$ cat config.mk
export PLATFORM = sky130hd
export DESIGN_NAME = format_code_text_parser_flat
export DESIGN_NICKNAME = d
export VERILOG_FILES = /design/src/fctp_pkg.sv /design/src/fctp_in_if.sv /design/src/fctp_out_if.sv /design/src/format_code_text_parser.sv /design/src/fctp_core.sv /design/src/fctp_outq.sv /design/src/flat_wrapper.sv
export SDC_FILE = /design/constraint.sdc
export NUM_CORES = 1
export LEC_CHECK = 0
export BUFFER_PORTS_ARGS = -buffer_cell sky130_fd_sc_hd__buf_2
export CAP_MARGIN = 20
export CORE_ASPECT_RATIO = 1.75
export CORE_MARGIN = 3
export CORE_UTILIZATION = 35
export DETAILED_ROUTE_END_ITERATION = 6
export PLACE_DENSITY = 0.61
export SYNTH_ARGS = -nofsm -noshare
export SYNTH_HDL_FRONTEND = slang
export SYNTH_SLANG_ARGS = --single-unit
$ cat constraint.sdc
create_clock -name i_clk -period 10.5 [get_ports i_clk]
set_clock_uncertainty 0.2 [all_clocks]
set_input_delay 0.525 -clock i_clk [delete_from_list [all_inputs] [get_ports i_clk]]
set_output_delay 0.525 -clock i_clk [all_outputs]
set_load 0.01 [all_outputs]
$ cat src/fctp_pkg.sv
`timescale 1ns / 1ps
// ----------------------------------------------------------------------------
// Colour-code text parser package
// Shared types, codes and character constants for the parser blocks.
// ----------------------------------------------------------------------------
package fctp_pkg;

    // Input item kinds.
    localparam logic KIND_TEXT = 1'b0;
    localparam logic KIND_END  = 1'b1;

    // Result kinds.
    localparam logic [1:0] RES_TEXT    = 2'd0;
    localparam logic [1:0] RES_SEGMENT = 2'd1;
    localparam logic [1:0] RES_LINE    = 2'd2;

    // Configuration register indexes.
    localparam logic CFG_RESET_ON_COLOR = 1'b0;
    localparam logic CFG_RESET_ON_LINE  = 1'b1;

    // Characters with a meaning to the parser.
    localparam logic [7:0] CH_AMP     = 8'h26;
    localparam logic [7:0] CH_HASH    = 8'h23;
    localparam logic [7:0] CH_LF      = 8'h0a;
    localparam logic [7:0] CH_BOLD    = 8'h6c;
    localparam logic [7:0] CH_ITALIC  = 8'h6f;
    localparam logic [7:0] CH_UNDER   = 8'h6e;
    localparam logic [7:0] CH_STRIKE  = 8'h6d;
    localparam logic [7:0] CH_OBFUSC  = 8'h6b;
    localparam logic [7:0] CH_RESET   = 8'h72;
    localparam logic [7:0] CH_DIGIT_0 = 8'h30;
    localparam logic [7:0] CH_DIGIT_9 = 8'h39;
    localparam logic [7:0] CH_LOWER_A = 8'h61;
    localparam logic [7:0] CH_LOWER_F = 8'h66;

    // Style flag bit positions.
    localparam int FLAG_BOLD   = 0;
    localparam int FLAG_ITALIC = 1;
    localparam int FLAG_UNDER  = 2;
    localparam int FLAG_STRIKE = 3;
    localparam int FLAG_OBFUSC = 4;

    localparam logic [2:0] HEX_MAX   = 3'd6;
    localparam int         MAX_RES   = 3;
    localparam logic [3:0] DEFAULT_INDEX = 4'd5;   // default palette colour

    typedef struct packed {
        logic        kind;
        logic [7:0]  text_byte;
    } t_item;

    typedef struct packed {
        logic [1:0]  kind_res;
        logic [7:0]  out_byte;
        logic        color_is_hex;
        logic [3:0]  color_index;
        logic [47:0] color_chars;
        logic [2:0]  color_chars_len;
        logic        bold;
        logic        italic;
        logic        underlined;
        logic        strikethrough;
        logic        obfuscated;
        logic        last_of_item;
    } t_res;

    typedef t_res [MAX_RES-1:0] t_res_vec;
    typedef logic [1:0]          t_res_cnt;

    typedef struct packed {
        logic        is_hex;
        logic [3:0]  index;
        logic [47:0] chars;
        logic [2:0]  chars_len;
        logic [4:0]  flags;
    } t_style;

    typedef struct packed {
        t_style      style;
        logic        esc;
        logic [2:0]  cap_left;
        logic        text_open;
        logic        line_open;
    } t_pstate;

    typedef struct packed {
        logic        reset_on_color;
        logic        reset_on_line;
    } t_cfg;

    localparam t_style STYLE_DEFAULT = '{1'b0, DEFAULT_INDEX, 48'd0, 3'd0, 5'd0};
    localparam t_pstate PSTATE_RESET = '{STYLE_DEFAULT, 1'b0, 3'd0, 1'b0, 1'b0};

endpackage

$ cat src/fctp_in_if.sv
`timescale 1ns / 1ps
// ----------------------------------------------------------------------------
// Text input channel
// Valid/ready channel carrying one text byte or an end-of-text marker.
// ----------------------------------------------------------------------------
interface fctp_in_if;
    logic       valid;
    logic       ready;
    logic       kind;
    logic [7:0] text_byte;

    modport source (output valid, output kind, output text_byte, input ready);
    modport sink   (input valid, input kind, input text_byte, output ready);
endinterface

$ cat src/fctp_out_if.sv
`timescale 1ns / 1ps
// ----------------------------------------------------------------------------
// Parser result channel
// Valid/ready channel carrying one text byte, segment end or line end.
// ----------------------------------------------------------------------------
interface fctp_out_if;
    logic        valid;
    logic        ready;
    logic [1:0]  kind_res;
    logic [7:0]  out_byte;
    logic        color_is_hex;
    logic [3:0]  color_index;
    logic [47:0] color_chars;
    logic [2:0]  color_chars_len;
    logic        bold;
    logic        italic;
    logic        underlined;
    logic        strikethrough;
    logic        obfuscated;
    logic        last_of_item;

    modport source (
        output valid, output kind_res, output out_byte, output color_is_hex,
        output color_index, output color_chars, output color_chars_len,
        output bold, output italic, output underlined, output strikethrough,
        output obfuscated, output last_of_item, input ready
    );
    modport sink (
        input valid, input kind_res, input out_byte, input color_is_hex,
        input color_index, input color_chars, input color_chars_len,
        input bold, input italic, input underlined, input strikethrough,
        input obfuscated, input last_of_item, output ready
    );
endinterface

$ cat src/format_code_text_parser.sv
`timescale 1ns / 1ps
// ----------------------------------------------------------------------------
// Colour-code text parser
// Parses '&' style codes in a byte stream into text, segment and line results.
// ----------------------------------------------------------------------------
// Bytes arrive as requests on i_text and pass through an item register, a
// single step of parse logic and a three-entry result buffer that drives
// o_res. An item that yields at most one result flows at one request per
// clock while o_res is ready; an item that yields several results holds the
// buffer while it hands them out at one result per clock as o_res allows, and
// the item register takes the following request meanwhile. The user must write
// the configuration registers through i_cfg_* only while the block is idle;
// the block itself does not enforce this. Index 0 is reset_on_color and index
// 1 is reset_on_line.
module format_code_text_parser (
    input  logic             i_clk,
    input  logic             i_rst_n,
    fctp_in_if.sink          i_text,
    fctp_out_if.source       o_res,
    input  logic             i_cfg_we,
    input  logic             i_cfg_index,
    input  logic             i_cfg_data
);
    import fctp_pkg::*;

    // Item register: holds one request until the result buffer has room.
    t_item    r_item;
    logic     r_item_v;
    t_pstate  r_state;
    t_pstate  n_state;
    t_cfg     r_cfg;
    t_res_vec step_res;
    t_res_cnt step_cnt;
    t_res     head;
    logic     can_load;
    logic     proc;
    logic     accept;

    assign proc         = r_item_v && can_load;
    assign i_text.ready = !r_item_v || proc;
    assign accept       = i_text.valid && i_text.ready;

    fctp_core u_core (
        .i_item  (r_item),
        .i_state (r_state),
        .i_cfg   (r_cfg),
        .o_state (n_state),
        .o_res   (step_res),
        .o_cnt   (step_cnt)
    );

    fctp_outq u_outq (
        .i_clk      (i_clk),
        .i_rst_n    (i_rst_n),
        .i_load     (proc),
        .i_res      (step_res),
        .i_cnt      (step_cnt),
        .o_can_load (can_load),
        .o_valid    (o_res.valid),
        .i_ready    (o_res.ready),
        .o_head     (head)
    );

    always_ff @(posedge i_clk) begin
        if (accept) begin
            r_item.kind      <= i_text.kind;
            r_item.text_byte <= i_text.text_byte;
        end
        if (!i_rst_n) begin
            r_item_v <= 1'b0;
            r_state  <= PSTATE_RESET;
            r_cfg    <= '0;
        end else begin
            if (accept) begin
                r_item_v <= 1'b1;
            end else if (proc) begin
                r_item_v <= 1'b0;
            end
            // The parse state advances as each item's results are stored.
            if (proc) begin
                r_state <= n_state;
            end
            if (i_cfg_we) begin
                case (i_cfg_index)
                    CFG_RESET_ON_COLOR: r_cfg.reset_on_color <= i_cfg_data;
                    CFG_RESET_ON_LINE:  r_cfg.reset_on_line  <= i_cfg_data;
                    default:            r_cfg                <= r_cfg;
                endcase
            end
        end
    end

    assign o_res.kind_res        = head.kind_res;
    assign o_res.out_byte        = head.out_byte;
    assign o_res.color_is_hex    = head.color_is_hex;
    assign o_res.color_index     = head.color_index;
    assign o_res.color_chars     = head.color_chars;
    assign o_res.color_chars_len = head.color_chars_len;
    assign o_res.bold            = head.bold;
    assign o_res.italic          = head.italic;
    assign o_res.underlined      = head.underlined;
    assign o_res.strikethrough   = head.strikethrough;
    assign o_res.obfuscated      = head.obfuscated;
    assign o_res.last_of_item    = head.last_of_item;

endmodule

$ cat src/fctp_core.sv
`timescale 1ns / 1ps
// ----------------------------------------------------------------------------
// Parser step logic
// Works out the results of one item and the parse state it leaves behind.
// ----------------------------------------------------------------------------
module fctp_core (
    input  fctp_pkg::t_item    i_item,
    input  fctp_pkg::t_pstate  i_state,
    input  fctp_pkg::t_cfg     i_cfg,
    output fctp_pkg::t_pstate  o_state,
    output fctp_pkg::t_res_vec o_res,
    output fctp_pkg::t_res_cnt o_cnt
);
    import fctp_pkg::*;

    function automatic t_res mk_text(input logic [7:0] b);
        t_res r;
        r          = '0;
        r.kind_res = RES_TEXT;
        r.out_byte = b;
        return r;
    endfunction

    function automatic t_res mk_seg(input t_style s);
        t_res r;
        r              = '0;
        r.kind_res     = RES_SEGMENT;
        r.color_is_hex = s.is_hex;
        if (s.is_hex) begin
            r.color_chars     = s.chars;
            r.color_chars_len = s.chars_len;
        end else begin
            r.color_index = s.index;
        end
        r.bold          = s.flags[FLAG_BOLD];
        r.italic        = s.flags[FLAG_ITALIC];
        r.underlined    = s.flags[FLAG_UNDER];
        r.strikethrough = s.flags[FLAG_STRIKE];
        r.obfuscated    = s.flags[FLAG_OBFUSC];
        return r;
    endfunction

    function automatic t_res mk_line();
        t_res r;
        r          = '0;
        r.kind_res = RES_LINE;
        return r;
    endfunction

    t_pstate    s;
    t_res_vec   res;
    t_res_cnt   cnt;
    logic [7:0] b;
    logic       pal_ok;
    logic [3:0] pal_code;

    always_comb begin
        b = i_item.text_byte;
        pal_ok   = 1'b0;
        pal_code = 4'd0;
        if (b >= CH_DIGIT_0 && b <= CH_DIGIT_9) begin
            pal_ok   = 1'b1;
            pal_code = 4'(b - CH_DIGIT_0);
        end else if (b >= CH_LOWER_A && b <= CH_LOWER_F) begin
            pal_ok   = 1'b1;
            pal_code = 4'(b - CH_LOWER_A + 8'd10);
        end
    end

    always_comb begin
        s   = i_state;
        res = '0;
        cnt = 2'd0;

        if (i_item.kind == KIND_END || b == CH_LF) begin
            // Close the line: a dangling ampersand is plain text.
            if (i_item.kind == KIND_TEXT || s.line_open) begin
                if (s.esc) begin
                    res[cnt] = mk_text(CH_AMP);
                    cnt      = cnt + 2'd1;
                end
                res[cnt] = mk_seg(s.style);
                cnt      = cnt + 2'd1;
                res[cnt] = mk_line();
                cnt      = cnt + 2'd1;
                s.esc       = 1'b0;
                s.cap_left  = 3'd0;
                s.text_open = 1'b0;
                s.line_open = 1'b0;
            end
            if (i_item.kind == KIND_END) begin
                s = PSTATE_RESET;
            end else if (i_cfg.reset_on_line) begin
                s.style = STYLE_DEFAULT;
            end
        end else begin
            s.line_open = 1'b1;
            if (s.cap_left != 3'd0) begin
                s.style.chars = {s.style.chars[39:0], b};
                if (s.style.chars_len < HEX_MAX) begin
                    s.style.chars_len = s.style.chars_len + 3'd1;
                end
                s.cap_left = s.cap_left - 3'd1;
            end else if (s.esc) begin
                s.esc = 1'b0;
                // A code closes any open text with the style it had.
                if (s.text_open) begin
                    res[cnt]    = mk_seg(s.style);
                    cnt         = cnt + 2'd1;
                    s.text_open = 1'b0;
                end
                if (b == CH_HASH) begin
                    if (i_cfg.reset_on_color) begin
                        s.style = STYLE_DEFAULT;
                    end
                    s.style.is_hex    = 1'b1;
                    s.style.chars     = '0;
                    s.style.chars_len = 3'd0;
                    s.cap_left        = HEX_MAX;
                end else if (b == CH_BOLD) begin
                    s.style.flags[FLAG_BOLD] = 1'b1;
                end else if (b == CH_ITALIC) begin
                    s.style.flags[FLAG_ITALIC] = 1'b1;
                end else if (b == CH_UNDER) begin
                    s.style.flags[FLAG_UNDER] = 1'b1;
                end else if (b == CH_STRIKE) begin
                    s.style.flags[FLAG_STRIKE] = 1'b1;
                end else if (b == CH_OBFUSC) begin
                    s.style.flags[FLAG_OBFUSC] = 1'b1;
                end else if (b == CH_RESET) begin
                    s.style = STYLE_DEFAULT;
                end else if (pal_ok) begin
                    if (i_cfg.reset_on_color) begin
                        s.style = STYLE_DEFAULT;
                    end
                    s.style.is_hex    = 1'b0;
                    s.style.chars     = '0;
                    s.style.chars_len = 3'd0;
                    s.style.index     = pal_code;
                end else if (b == CH_AMP) begin
                    // Unknown code that opens a new escape.
                    s.esc = 1'b1;
                end else begin
                    res[cnt]    = mk_text(b);
                    cnt         = cnt + 2'd1;
                    s.text_open = 1'b1;
                end
            end else if (b == CH_AMP) begin
                s.esc = 1'b1;
            end else begin
                res[cnt]    = mk_text(b);
                cnt         = cnt + 2'd1;
                s.text_open = 1'b1;
            end
        end

        if (cnt != 2'd0) begin
            res[cnt - 2'd1].last_of_item = 1'b1;
        end
    end

    assign o_state = s;
    assign o_res   = res;
    assign o_cnt   = cnt;

endmodule

$ cat src/fctp_outq.sv
`timescale 1ns / 1ps
// ----------------------------------------------------------------------------
// Result buffer
// Holds the up to three results of one item and hands them out in order.
// ----------------------------------------------------------------------------
module fctp_outq (
    input  logic               i_clk,
    input  logic               i_rst_n,
    input  logic               i_load,
    input  fctp_pkg::t_res_vec i_res,
    input  fctp_pkg::t_res_cnt i_cnt,
    output logic               o_can_load,
    output logic               o_valid,
    input  logic               i_ready,
    output fctp_pkg::t_res     o_head
);
    import fctp_pkg::*;

    t_res_vec r_slot;
    t_res_vec n_slot;
    t_res_cnt r_cnt;
    t_res_cnt n_cnt;
    logic     pop;

    assign o_valid    = (r_cnt != 2'd0);
    assign pop        = o_valid && i_ready;
    // New results may land when the buffer is empty or its last one leaves this cycle.
    assign o_can_load = (r_cnt == 2'd0) || (r_cnt == 2'd1 && pop);
    assign o_head     = r_slot[0];

    always_comb begin
        n_slot = r_slot;
        n_cnt  = r_cnt;
        if (i_load) begin
            n_slot = i_res;
            n_cnt  = i_cnt;
        end else if (pop) begin
            n_slot[0] = r_slot[1];
            n_slot[1] = r_slot[2];
            n_cnt     = r_cnt - 2'd1;
        end
    end

    always_ff @(posedge i_clk) begin
        r_slot <= n_slot;
        if (!i_rst_n) begin
            r_cnt <= 2'd0;
        end else begin
            r_cnt <= n_cnt;
        end
    end

endmodule

$ cat src/flat_wrapper.sv
// flat-port wrapper written by rule: the top's interface ports become plain ports
module format_code_text_parser_flat import fctp_pkg::*;
  (i_clk, i_rst_n, i_cfg_we, i_cfg_index, i_cfg_data, i_text_valid, i_text_kind, i_text_text_byte, i_text_ready, o_res_valid, o_res_kind_res, o_res_out_byte, o_res_color_is_hex, o_res_color_index, o_res_color_chars, o_res_color_chars_len, o_res_bold, o_res_italic, o_res_underlined, o_res_strikethrough, o_res_obfuscated, o_res_last_of_item, o_res_ready);
  fctp_in_if i_text_i ();
  fctp_out_if o_res_i ();
  input  logic i_clk;
  input  logic i_rst_n;
  input  logic i_cfg_we;
  input  logic i_cfg_index;
  input  logic i_cfg_data;
  input wire logic [$bits(i_text_i.valid)-1:0] i_text_valid;
  input wire logic [$bits(i_text_i.kind)-1:0] i_text_kind;
  input wire logic [$bits(i_text_i.text_byte)-1:0] i_text_text_byte;
  output wire logic [$bits(i_text_i.ready)-1:0] i_text_ready;
  output wire logic [$bits(o_res_i.valid)-1:0] o_res_valid;
  output wire logic [$bits(o_res_i.kind_res)-1:0] o_res_kind_res;
  output wire logic [$bits(o_res_i.out_byte)-1:0] o_res_out_byte;
  output wire logic [$bits(o_res_i.color_is_hex)-1:0] o_res_color_is_hex;
  output wire logic [$bits(o_res_i.color_index)-1:0] o_res_color_index;
  output wire logic [$bits(o_res_i.color_chars)-1:0] o_res_color_chars;
  output wire logic [$bits(o_res_i.color_chars_len)-1:0] o_res_color_chars_len;
  output wire logic [$bits(o_res_i.bold)-1:0] o_res_bold;
  output wire logic [$bits(o_res_i.italic)-1:0] o_res_italic;
  output wire logic [$bits(o_res_i.underlined)-1:0] o_res_underlined;
  output wire logic [$bits(o_res_i.strikethrough)-1:0] o_res_strikethrough;
  output wire logic [$bits(o_res_i.obfuscated)-1:0] o_res_obfuscated;
  output wire logic [$bits(o_res_i.last_of_item)-1:0] o_res_last_of_item;
  input wire logic [$bits(o_res_i.ready)-1:0] o_res_ready;
  assign i_text_i.valid = i_text_valid;
  assign i_text_i.kind = i_text_kind;
  assign i_text_i.text_byte = i_text_text_byte;
  assign i_text_ready = i_text_i.ready;
  assign o_res_valid = o_res_i.valid;
  assign o_res_kind_res = o_res_i.kind_res;
  assign o_res_out_byte = o_res_i.out_byte;
  assign o_res_color_is_hex = o_res_i.color_is_hex;
  assign o_res_color_index = o_res_i.color_index;
  assign o_res_color_chars = o_res_i.color_chars;
  assign o_res_color_chars_len = o_res_i.color_chars_len;
  assign o_res_bold = o_res_i.bold;
  assign o_res_italic = o_res_i.italic;
  assign o_res_underlined = o_res_i.underlined;
  assign o_res_strikethrough = o_res_i.strikethrough;
  assign o_res_obfuscated = o_res_i.obfuscated;
  assign o_res_last_of_item = o_res_i.last_of_item;
  assign o_res_i.ready = o_res_ready;
  format_code_text_parser u_core (.i_clk(i_clk), .i_rst_n(i_rst_n), .i_text(i_text_i), .o_res(o_res_i), .i_cfg_we(i_cfg_we), .i_cfg_index(i_cfg_index), .i_cfg_data(i_cfg_data));
endmodule
==> impl_metrics.json <==
{
  "initial_core_util": 0.358,
  "crit_type": "reg2reg",
  "grt_overflow": 0,
  "antenna_left": 0,
  "nFillCells": 2765,
  "die-area_um2": 31000,
  "synth_area_leaders": "edfxtp_1 (46%), dfxtp_1 (14%), buf_4 (5.7%), a22o_1 (5.6%), and2_1 (4.2%)",
  "peakVddDrop_mv": 0.0863,
  "end_kind": "flip-flop",
  "yosysTopAreaCellShare": 0.461,
  "p_total_w": 0.00229,
  "synth-edff-count": 155,
  "pwr_density_cell_nw_per_um2": 206,
  "setup_tns_ns": 0,
  "seq_area_frac_synth": 0.604,
  "diodes": 0,
  "drive_gt1_frac": 0.165,
  "wl_per_cell_um": 17.7,
  "htree_levels": 1,
  "cts_setup_buffers": 0,
  "final_area_um2": 11100,
  "syn2layout_area_growth_pct": 10.2,
  "num-nets-final": 905,
  "ys.flop_type": "edfxtp_1",
  "cts-buffers-inserted": 21,
  "status": "completed",
  "grt_antenna_before_repair": 0,
  "dp_hpwl_mm": 14.7,
  "dpl_cell_area_um2": 10300,
  "cts-root-buf": "clkbuf_16",
  "grt_max_degree": 103,
  "drt-total-wl_mm": 22.4,
  "vias": 6496,
  "p_clk_frac": 0.350,
  "grt_pass1_vias": 6280,
  "multi_input_area_um2": 3180,
  "finalSetupViolations": 0,
  "avgViaCountPerCell": 5.14,
  "synth.distinct_cells": 64,
  "path_max_fanout": 87,
  "io_pins": 90,
  "dp.cells": 1217,
  "clkTransAtPathRegs_ns": 0.06,
  "final_hold_viol_count": 0,
  "syn_avg_cell_area_um2": 11.6,
  "cts_tree": "built",
  "drc": 0,
  "utilization": 0.395,
  "firstDrtPassIters": 5,
  "finalCritPeriodShare": 0.395,
  "fin_cells": 1265,
  "p_switching_w": 0.000579,
  "power_frac_comb": 0.141,
  "io_buffers": 89,
  "fp-row-count": 81,
  "drtIter0Drc": 524,
  "insertion_delay_ns": 0.51,
  "fp.dieH_um": 231,
  "synth-seq-cells": 227,
  "cap_violations": 0,
  "worstMarginPinSlew_ns": 1.05,
  "register_area_um2": 6100,
  "syn-num-nets": 901,
  "clock_sinks": 227,
  "seqPwrFrac": 0.509,
  "core-area_um2": 28200,
  "async_reset_ff_frac": 0,
  "gp_congestion": 0.918,
  "track_usage": 0.140,
  "p_int_w": 0.00171,
  "leakagePower_nw": 3.98,
  "synth_cells": 873,
  "critPathRequiredTime_ns": 10.44,
  "post-route-min-period_ns": 4.14,
  "crit_arrival_ns": 4.08,
  "holdCritPathClass": "in2reg",
  "switching_share": 0.253,
  "synth-warning-count": 0,
  "synth_top_cell_by_area": "edfxtp_1",
  "grt_pass1_wl_mm": 34.6,
  "cp-start-kind": "flip-flop",
  "die_w_um": 134,
  "final_max_slew_viol_count": 0,
  "slew_headroom": 0.300,
  "clk_path_buf_depth": 3,
  "syn_area_um2": 10100,
  "max_freq_mhz": 241,
  "rsz0062_at_grt": "false"
}
layout make-up:
cell class / instances / area share
sequential: 227 / 0.548
multi-input combinational: 506 / 0.286
timing repair buffer: 105 / 0.0532
clock buffer: 26 / 0.0499
tap: 373 / 0.0420
clock inverter: 12 / 0.0149
inverter: 16 / 0.00540
through the flow:
step | setup slack [ns] | hold slack [ns]
floorplan | 6.72 | 0.236
global placement | 6.27 | 0.250
detailed placement | 6.23 | 0.264
CTS | 6.26 | 0.0445
global route | 5.97 | 0.0568
finish | 6.36 | 0.0567
routing by layer:
metal | track usage | up-vias | routed length (um)
met5 | 0 | - | 0
met4 | 0.0602 | 0 | 763
met3 | 0.0148 | 43 | 856
met2 | 0.265 | 181 | 12200
met1 | 0.155 | 3141 | 8510
li1 | - | 3131 | -
power groups by stage:
stage	combinational, W	clock, W	sequential, W
finish	0.000323	0.000800	0.00117
global placement	0.000324	0	0.00119
CTS	0.000330	0.000823	0.00117
detailed placement	0.000327	0	0.00119
floorplan	0.000277	0	0.00117
global route	0.000352	0.000856	0.00118
Yosys cell counts (all sizes together) (3+ instances only):
cell	n
edfxtp	155
buf	88
nand2	74
dfxtp	72
and2	68
o21ai	65
a22o	64
nand3	58
clkbuf	36
a21oi	29
nor2	26
inv	16
ha	12
and3	10
nor3	10
mux2i	7
a211oi	6
nand2b	6
nor2b	6
a31oi	5
a311oi	4
nand3b	4
nand4	4
nor4	4
a221o	3
o21a	3
or2	3
or3	3
cell usage in the layout, fill, tap and decap left out, drive strengths merged, types with 5 or more instances in the layout:
master         n
ha            12
nor2b          6
nand2b         6
a31oi          5
mux2i          7
edfxtp       155
clkbuf        26
inv           17
nand2         74
and2          68
nor2          26
buf           96
clkinv         7
a22o          64
a211oi         6
and3          10
nor3          10
o21ai         65
a21oi         29
dlygate4sd3    9
dfxtp         72
nand3         58
kinds of logic (layout without fill, tap and decap cells):
kind of cell | count (synthesis) | after routing | synth area share
AND/OR/NAND/NOR | 285 | 285 | 0.149
flip-flops | 227 | 227 | 0.604
AO/OA/AOI/OAI | 199 | 199 | 0.140
buffers and inverters | 140 | 159 | 0.0824
adder cells (fa/ha/maj) | 12 | 12 | 0.0149
multiplexers | 7 | 7 | 0.00695
XOR/XNOR | 3 | 3 | 0.00261
timing repair:
action | in CTS | in global routing
hold endpoints to repair | 9 | 0
resized for setup | 0 | 0
hold buffers | 9 | 0
worst paths after layout:
check | depth (start not counted) | startpoint | slack (ns) | end
setup reg to reg | 9 | u_core.u_outq.r_cnt[0]$_SDFFE_PN0P_ | 6.36 | u_core.u_outq.r_slot[85]$_SDFFCE_PN0P_
hold reg to reg | 2 | u_core.r_state[61]$_SDFFE_PN0P_ | 0.27 | u_core.r_state[61]$_SDFFE_PN0P_
hold / removal | 3 | i_text_valid | 0.06 | u_core.r_item_v$_SDFFE_PN0P_
setup / recovery | 9 | u_core.u_outq.r_cnt[0]$_SDFFE_PN0P_ | 6.36 | u_core.u_outq.r_slot[85]$_SDFFCE_PN0P_
flip-flops by register name, indices dropped and copies added (netlist names):
| name | flops |
|---|---|
| u_core.r_item_v | 1 |
| u_core.r_cfg | 2 |
| u_core.u_outq.o_head | 72 |
| u_core.u_outq.r_cnt | 2 |
| u_core.r_state | 67 |
| u_core.r_item | 9 |
| u_core.u_outq.r_slot | 74 |
critical path, cell delays in order (launching register included):
cell,delay [ns]
dfxtp_1,0.37
inv_1,0.06
ha_1,0.22
a21oi_1,0.18
nand2b_2,0.15
buf_4,0.70
inv_1,0.50
or2_4,0.37
buf_4,0.39
buf_4,0.54
Power figures use the tool's default switching activity.
